<file path="src/hw/rtl/sm4_pkg.sv">
// Shared constants, S-box table and round transform for the SM4 cipher unit.
package sm4_pkg;

    localparam int WORD_W      = 32;
    localparam int HALF_W      = 64;
    localparam int ROUND_COUNT = 32;
    localparam int KEY_DEPTH   = 32;
    localparam int KEY_IDX_W   = $clog2(KEY_DEPTH);
    localparam int REQ_W       = 2;

    typedef logic [WORD_W-1:0]    word_t;
    typedef logic [KEY_IDX_W-1:0] key_idx_t;
    typedef logic [REQ_W-1:0]     req_t;

    localparam req_t REQ_LOAD = 2'd0;
    localparam req_t REQ_ENC  = 2'd1;
    localparam req_t REQ_DEC  = 2'd2;

    localparam logic [7:0] SBOX [256] = '{
        8'hd6,8'h90,8'he9,8'hfe,8'hcc,8'he1,8'h3d,8'hb7,8'h16,8'hb6,8'h14,8'hc2,8'h28,8'hfb,8'h2c,8'h05,
        8'h2b,8'h67,8'h9a,8'h76,8'h2a,8'hbe,8'h04,8'hc3,8'haa,8'h44,8'h13,8'h26,8'h49,8'h86,8'h06,8'h99,
        8'h9c,8'h42,8'h50,8'hf4,8'h91,8'hef,8'h98,8'h7a,8'h33,8'h54,8'h0b,8'h43,8'hed,8'hcf,8'hac,8'h62,
        8'he4,8'hb3,8'h1c,8'ha9,8'hc9,8'h08,8'he8,8'h95,8'h80,8'hdf,8'h94,8'hfa,8'h75,8'h8f,8'h3f,8'ha6,
        8'h47,8'h07,8'ha7,8'hfc,8'hf3,8'h73,8'h17,8'hba,8'h83,8'h59,8'h3c,8'h19,8'he6,8'h85,8'h4f,8'ha8,
        8'h68,8'h6b,8'h81,8'hb2,8'h71,8'h64,8'hda,8'h8b,8'hf8,8'heb,8'h0f,8'h4b,8'h70,8'h56,8'h9d,8'h35,
        8'h1e,8'h24,8'h0e,8'h5e,8'h63,8'h58,8'hd1,8'ha2,8'h25,8'h22,8'h7c,8'h3b,8'h01,8'h21,8'h78,8'h87,
        8'hd4,8'h00,8'h46,8'h57,8'h9f,8'hd3,8'h27,8'h52,8'h4c,8'h36,8'h02,8'he7,8'ha0,8'hc4,8'hc8,8'h9e,
        8'hea,8'hbf,8'h8a,8'hd2,8'h40,8'hc7,8'h38,8'hb5,8'ha3,8'hf7,8'hf2,8'hce,8'hf9,8'h61,8'h15,8'ha1,
        8'he0,8'hae,8'h5d,8'ha4,8'h9b,8'h34,8'h1a,8'h55,8'had,8'h93,8'h32,8'h30,8'hf5,8'h8c,8'hb1,8'he3,
        8'h1d,8'hf6,8'he2,8'h2e,8'h82,8'h66,8'hca,8'h60,8'hc0,8'h29,8'h23,8'hab,8'h0d,8'h53,8'h4e,8'h6f,
        8'hd5,8'hdb,8'h37,8'h45,8'hde,8'hfd,8'h8e,8'h2f,8'h03,8'hff,8'h6a,8'h72,8'h6d,8'h6c,8'h5b,8'h51,
        8'h8d,8'h1b,8'haf,8'h92,8'hbb,8'hdd,8'hbc,8'h7f,8'h11,8'hd9,8'h5c,8'h41,8'h1f,8'h10,8'h5a,8'hd8,
        8'h0a,8'hc1,8'h31,8'h88,8'ha5,8'hcd,8'h7b,8'hbd,8'h2d,8'h74,8'hd0,8'h12,8'hb8,8'he5,8'hb4,8'hb0,
        8'h89,8'h69,8'h97,8'h4a,8'h0c,8'h96,8'h77,8'h7e,8'h65,8'hb9,8'hf1,8'h09,8'hc5,8'h6e,8'hc6,8'h84,
        8'h18,8'hf0,8'h7d,8'hec,8'h3a,8'hdc,8'h4d,8'h20,8'h79,8'hee,8'h5f,8'h3e,8'hd7,8'hcb,8'h39,8'h48
    };

    function automatic word_t rotl(input word_t v, input int unsigned n);
        return (v << n) | (v >> (WORD_W - n));
    endfunction

    function automatic word_t t_transform(input word_t a);
        word_t b;
        b = {SBOX[a[31:24]], SBOX[a[23:16]], SBOX[a[15:8]], SBOX[a[7:0]]};
        return b ^ rotl(b, 2) ^ rotl(b, 10) ^ rotl(b, 18) ^ rotl(b, 24);
    endfunction

endpackage

</file>
<file path="src/hw/rtl/sm4_block_cipher_unit.sv">
// SM4 block cipher unit: round key table, round sequencer and result register.
// A block item passes through key fetch at the accepting edge, 32 rounds and the result load;
// a key load item gives no result. Items are not overlapped: the single shared round unit runs
// once per round, and req_stall holds new items until the current block has left ST_DONE.
// The next item is accepted while the previous result still waits in the output register.
// Reset clears control state; the round key table holds no defined value until loaded.
module sm4_block_cipher_unit
(
    input  logic                    clk,
    input  logic                    rst_n,
    input  logic                    req_valid,
    output logic                    req_stall,
    input  sm4_pkg::req_t           req_type,
    input  sm4_pkg::key_idx_t       key_slot,
    input  sm4_pkg::word_t          key_word,
    input  logic [63:0]             block_high,
    input  logic [63:0]             block_low,
    input  logic                    end_of_message,
    output logic                    rsp_valid,
    input  logic                    rsp_stall,
    output logic [63:0]             result_high,
    output logic [63:0]             result_low,
    output logic                    last_out
);
    import sm4_pkg::*;

    localparam logic [1:0] ST_IDLE = 2'd0;
    localparam logic [1:0] ST_RUN  = 2'd1;
    localparam logic [1:0] ST_DONE = 2'd2;

    logic [1:0]  state_reg, state_next;
    key_idx_t    round_reg, round_next;
    logic        dec_reg, dec_next;
    logic        last_reg, last_next;
    word_t       x0_reg, x1_reg, x2_reg, x3_reg;
    word_t       x0_next, x1_next, x2_next, x3_next;
    word_t       rk_reg;
    word_t       key_mem [KEY_DEPTH];
    logic        out_valid_reg, out_valid_next;
    logic [63:0] res_high_reg, res_low_reg;
    logic        res_last_reg;

    logic        accept;
    logic        is_block;
    logic        key_we;
    logic        out_free;
    logic        out_load;
    key_idx_t    rd_addr;
    key_idx_t    round_inc;
    word_t       new_word;

    assign req_stall = (state_reg != ST_IDLE);
    assign accept    = req_valid && !req_stall;
    assign is_block  = (req_type == REQ_ENC) || (req_type == REQ_DEC);
    assign key_we    = accept && (req_type == REQ_LOAD);
    assign out_free  = !out_valid_reg || !rsp_stall;
    assign out_load  = (state_reg == ST_DONE) && out_free;
    assign round_inc = round_reg + key_idx_t'(1);
    assign new_word  = x0_reg ^ t_transform(x1_reg ^ x2_reg ^ x3_reg ^ rk_reg);

    always_comb
    begin
        if (state_reg == ST_IDLE)
        begin
            rd_addr = (req_type == REQ_DEC) ? key_idx_t'(ROUND_COUNT - 1) : '0;
        end
        else
        begin
            rd_addr = round_inc ^ {KEY_IDX_W{dec_reg}};
        end
    end

    always_ff @(posedge clk)
    begin
        if (key_we)
        begin
            key_mem[key_slot] <= key_word;
        end
        rk_reg <= key_mem[rd_addr];
    end

    always_comb
    begin
        state_next = state_reg;
        round_next = round_reg;
        dec_next   = dec_reg;
        last_next  = last_reg;
        x0_next    = x0_reg;
        x1_next    = x1_reg;
        x2_next    = x2_reg;
        x3_next    = x3_reg;
        unique case (state_reg)
            ST_IDLE:
            begin
                if (accept && is_block)
                begin
                    state_next = ST_RUN;
                    round_next = '0;
                    dec_next   = (req_type == REQ_DEC);
                    last_next  = end_of_message;
                    x0_next    = block_high[63:32];
                    x1_next    = block_high[31:0];
                    x2_next    = block_low[63:32];
                    x3_next    = block_low[31:0];
                end
            end
            ST_RUN:
            begin
                x0_next    = x1_reg;
                x1_next    = x2_reg;
                x2_next    = x3_reg;
                x3_next    = new_word;
                round_next = round_inc;
                if (round_reg == key_idx_t'(ROUND_COUNT - 1))
                begin
                    state_next = ST_DONE;
                end
            end
            ST_DONE:
            begin
                if (out_free)
                begin
                    state_next = ST_IDLE;
                end
            end
            default:
            begin
                state_next = ST_IDLE;
            end
        endcase
    end

    always_comb
    begin
        out_valid_next = out_valid_reg;
        if (out_load)
        begin
            out_valid_next = 1'b1;
        end
        else if (out_valid_reg && !rsp_stall)
        begin
            out_valid_next = 1'b0;
        end
    end

    always_ff @(posedge clk or negedge rst_n)
    begin
        if (!rst_n)
        begin
            state_reg     <= ST_IDLE;
            out_valid_reg <= 1'b0;
        end
        else
        begin
            state_reg     <= state_next;
            out_valid_reg <= out_valid_next;
        end
    end

    always_ff @(posedge clk)
    begin
        round_reg <= round_next;
        dec_reg   <= dec_next;
        last_reg  <= last_next;
        x0_reg    <= x0_next;
        x1_reg    <= x1_next;
        x2_reg    <= x2_next;
        x3_reg    <= x3_next;
        if (out_load)
        begin
            res_high_reg <= {x3_reg, x2_reg};
            res_low_reg  <= {x1_reg, x0_reg};
            res_last_reg <= last_reg;
        end
    end

    assign rsp_valid   = out_valid_reg;
    assign result_high = res_high_reg;
    assign result_low  = res_low_reg;
    assign last_out    = res_last_reg;

endmodule

</file>
<file path="config.mk">
export PLATFORM = sky130hd
export DESIGN_NAME = sm4_block_cipher_unit
export DESIGN_NICKNAME = d
export VERILOG_FILES = /design/src/hw/rtl/sm4_pkg.sv /design/src/hw/rtl/sm4_block_cipher_unit.sv
export SDC_FILE = /design/constraint.sdc
export NUM_CORES = 2
export LEC_CHECK = 0
export ABC_AREA = 1
export BUFFER_PORTS_ARGS = -buffer_cell sky130_fd_sc_hd__buf_2
export CAP_MARGIN = 5
export CELL_PAD_IN_SITES_DETAIL_PLACEMENT = 1
export CELL_PAD_IN_SITES_GLOBAL_PLACEMENT = 1
export CORE_AREA = 2 2 377 379
export DETAILED_ROUTE_END_ITERATION = 12
export DIE_AREA = 0 0 379 381
export PLACE_DENSITY = 0.82
export SYNTH_ARGS = -nofsm -noshare
export SYNTH_HDL_FRONTEND = slang
export SYNTH_SLANG_ARGS = --single-unit
</file>
<file path="constraint.sdc">
create_clock -name clk -period 8.54 [get_ports clk]
set_input_delay 0.854 -clock clk [delete_from_list [all_inputs] [get_ports clk]]
set_output_delay 0.854 -clock clk [all_outputs]
set_load 0.01 [all_outputs]
</file>
==> flow_metrics.py <==
metrics = {
    "status": {
        "status": "finished, final reports clean",
    },
    "route": {
        "via_per_inst": 6.39,
        "dr_total_vias": 59800,
        "drcViolationCount": 0,
        "drt_iter0_markers": 7097,
        "routedWlPerCell_um": 30.2,
        "drt-total-wl_mm": 283,
        "firstDrtPassIters": 6,
        "ant_nets": 0,
    },
    "synthesis": {
        "synthArstFlopShare_pct": 0.227,
        "synth_top_area_cell": "edfxtp_1",
        "synth_cell_types": 41,
        "syn_area_mm2": 0.0684,
        "synthXorXnorAreaFrac_pct": 0.790,
        "synth_nets": 7466,
        "yosysWarnings": 0,
        "synthSimpleGateAreaFrac_pct": 26.9,
        "syn_avg_cell_area_um2": 9.44,
        "synthCells": 7252,
        "post-synth-top-area-fraction_pct": 56.5,
        "netlist_top_cells_count": "nand2_1, edfxtp_1, nand3_1",
        "synth_area_leaders": "edfxtp_1, nand2_1, nand3_1, o211ai_1, nor2_1",
        "yosys_register_bits": 1323,
        "ys_seq_area_share_pct": 57.6,
        "synthAdderAreaFrac_pct": 0.768,
        "synth_edf_count": 1288,
        "synth-compound-area-share_pct": 9.10,
        "synth_mux_area_share_pct": 0,
        "synth_top_family_by_area": "simple AND/OR/NAND/NOR gates",
        "synthFlopType": "edfxtp_1",
        "synthMostInstantiatedCell": "nand2_1",
    },
    "grt": {
        "grt_overflow": 0,
        "grt_pass1_wl_mm": 411,
        "grt_max_degree": 176,
        "grtUsageTotal_pct": 38.6,
        "first_global_vias": 61300,
        "antenna_found_initial": 25,
    },
    "floorplanning": {
        "start_util_pct": 48.7,
        "dieArea_mm2": 0.144,
        "core_area_mm2": 0.141,
        "rows": 138,
        "die_w_um": 379,
        "die_h_um": 381,
        "num_io_pins": 303,
    },
    "final_layout": {
        "synthToLayoutAreaGrowth_pct": 11.1,
        "multi_input_area_mm2": 0.0261,
        "largest_reg_flops": 1024,
        "seqCellArea_mm2": 0.0394,
        "layout.nets": 7559,
        "utilization_pct": 54.1,
        "top_register": "key_mem",
        "layout-drive-gt1-share_pct": 13.8,
        "fillers": 15800,
    },
    "clock_network": {
        "clock-sinks": 1323,
        "clockRootBuffer": "clkbuf_16",
        "post_cts_buffers": 0,
        "holdBufCountCts": 1,
        "cts_resized": 0,
        "cts_buffers": 140,
        "clk_pin_slew_worst_paths_ns": 0.06,
        "clockBufferDepth": 3,
        "cts_tree": "built",
        "clkLatencyLatePin_ns": 0.84,
        "ctsHtreeMaxLevel": 4,
    },
    "worst_setup_path": {
        "cp_data_required_time_ns": 9.16,
        "critPathKind": "reg2reg",
        "rr_worst_depth": 14,
        "critPathBufInv": 4,
        "cpPeakStageDelay_ns": 0.78,
        "endpoint": "rk_reg[24]",
        "cp_slowest_cell": "buf_4",
        "cp_data_arrival_time_ns": 5.95,
        "path_delay_family": "buffers and inverters",
        "rr_endpoint": "rk_reg[24]",
        "rrSetupSlack_ns": 3.21,
        "crit-reg2reg-launch": "state_reg[1]",
        "crit_path_cell_trace": "nor2_4, inv_1, nor2_2, inv_1, nand2_8, buf_4, buf_4, or2_2, o211ai_1, o311ai_0, o211ai_1, nand2_1, nor2_1, a31oi_1",
        "startpoint": "state_reg[1]",
        "worst-path-stages": 14,
        "critPathLaunchType": "flip-flop",
        "worstPathMaxFanout": 88,
        "cp-end-kind": "flip-flop",
    },
    "timing": {
        "fin_tns_setup_ns": 0,
        "drv_slew": 0,
        "min_period_ns": 5.33,
        "fmax_ghz": 0.188,
        "hold_ws_ns": 0.260,
        "worst_pin_slew_ns": 1.15,
        "fin_crit_sh_pct": 62.4,
        "hold_viol": 0,
        "setup_viol": 0,
        "slew_headroom_pct": 23.5,
        "worst_clock_skew_ns": 0.0551,
        "rsz0062_at_grt": "no",
    },
    "run": {
        "drv_cap": 0,
    },
    "worst_hold_path": {
        "hp-class": "in2reg",
    },
    "place": {
        "dp_hpwl_mm": 181,
        "portBuffers": 302,
        "gp_congestion": 1.02,
    },
}
logic make-up (layout without fill, tap and decap cells):
group / count (synthesis) / after routing
compound gates: 877 / 877
xor+xnor: 54 / 54
fa+ha+maj: 42 / 42
buf+inv: 770 / 976
flops: 1323 / 1323
other cells: 0 / 13
simple gates: 4186 / 4186
cell type report:
cell class | count | share of cell area [%]
Inverter | 327 | 1.63
Sequential cell | 1323 | 51.8
Timing Repair Buffer | 394 | 3.00
Tap cell | 1890 | 3.11
Clock inverter | 66 | 1.14
Clock buffer | 189 | 4.91
Antenna cell | 13 | 0.0428
Multi-Input combinational cell | 5159 | 34.4
worst min path at each step:
stage               slack (ns)           start  cells after the start       end
CTS                       0.22  end_of_message                      1  last_reg
floorplan                 0.40        last_reg                      0  last_out
global route              0.24  end_of_message                      1  last_reg
detailed placement        0.41        last_reg                      0  last_out
global placement          0.42        last_reg                      0  last_out
finish                    0.26  end_of_message                      1  last_reg
worst register-to-register path, stage by stage, from the launching register on:
cell and delay [ns]:
dfrtp_1 0.44, nor2_4 0.22, inv_1 0.12, nor2_2 0.33
inv_1 0.33, nand2_8 0.51, buf_4 0.79, buf_4 0.92
or2_2 0.26, o211ai_1 0.10, o311ai_0 0.13, o211ai_1 0.17
nand2_1 0.13, nor2_1 0.07, a31oi_1 0.62
stage by stage:
stage          instances  worst slack [ns]  instance area [µm²]
6_report            9361              3.21                76000
3_5_place_dp        9092              2.95                71400
2_1_floorplan       7252             0.952                68400
3_3_place_gp        9092              3.03                71400
5_1_grt             9354              3.06                76000
4_1_cts             9348              3.34                76000
per-layer routing:
metal	GRT usage, %	up-vias	wire, µm
met5	0	-	120
met4	21.4	18	17300
met3	7.37	850	25800
met2	61.9	3255	133000
met1	49.2	29900	106000
li1	-	25800	-
placed cells by master (no fill, tap or decap), types with 22 or more instances in the layout:
cell type / synthesis / routed
buf_4: 47 / 85
a21oi_1: 74 / 72
o211ai_1: 394 / 394
inv_1: 303 / 302
clkbuf_1: 220 / 44
or2_2: 256 / 256
clkbuf_16: 0 / 140
nor2_4: 7 / 45
o31ai_1: 128 / 128
o311ai_0: 120 / 120
edfxtp_1: 1288 / 1288
clkinv_1: 1 / 22
nor2_1: 732 / 695
nand2_1: 1811 / 1806
xor2_1: 28 / 24
buf_2: 142 / 302
dfxtp_1: 32 / 32
a31oi_1: 34 / 34
nand2_2: 70 / 70
nand3_1: 1234 / 1234
nand4_1: 28 / 28
ha_1: 42 / 42
o21ai_0: 99 / 99
Power is not shown: default switching activity piles up to over one toggle a cycle in this logic, so the estimate is an artifact.
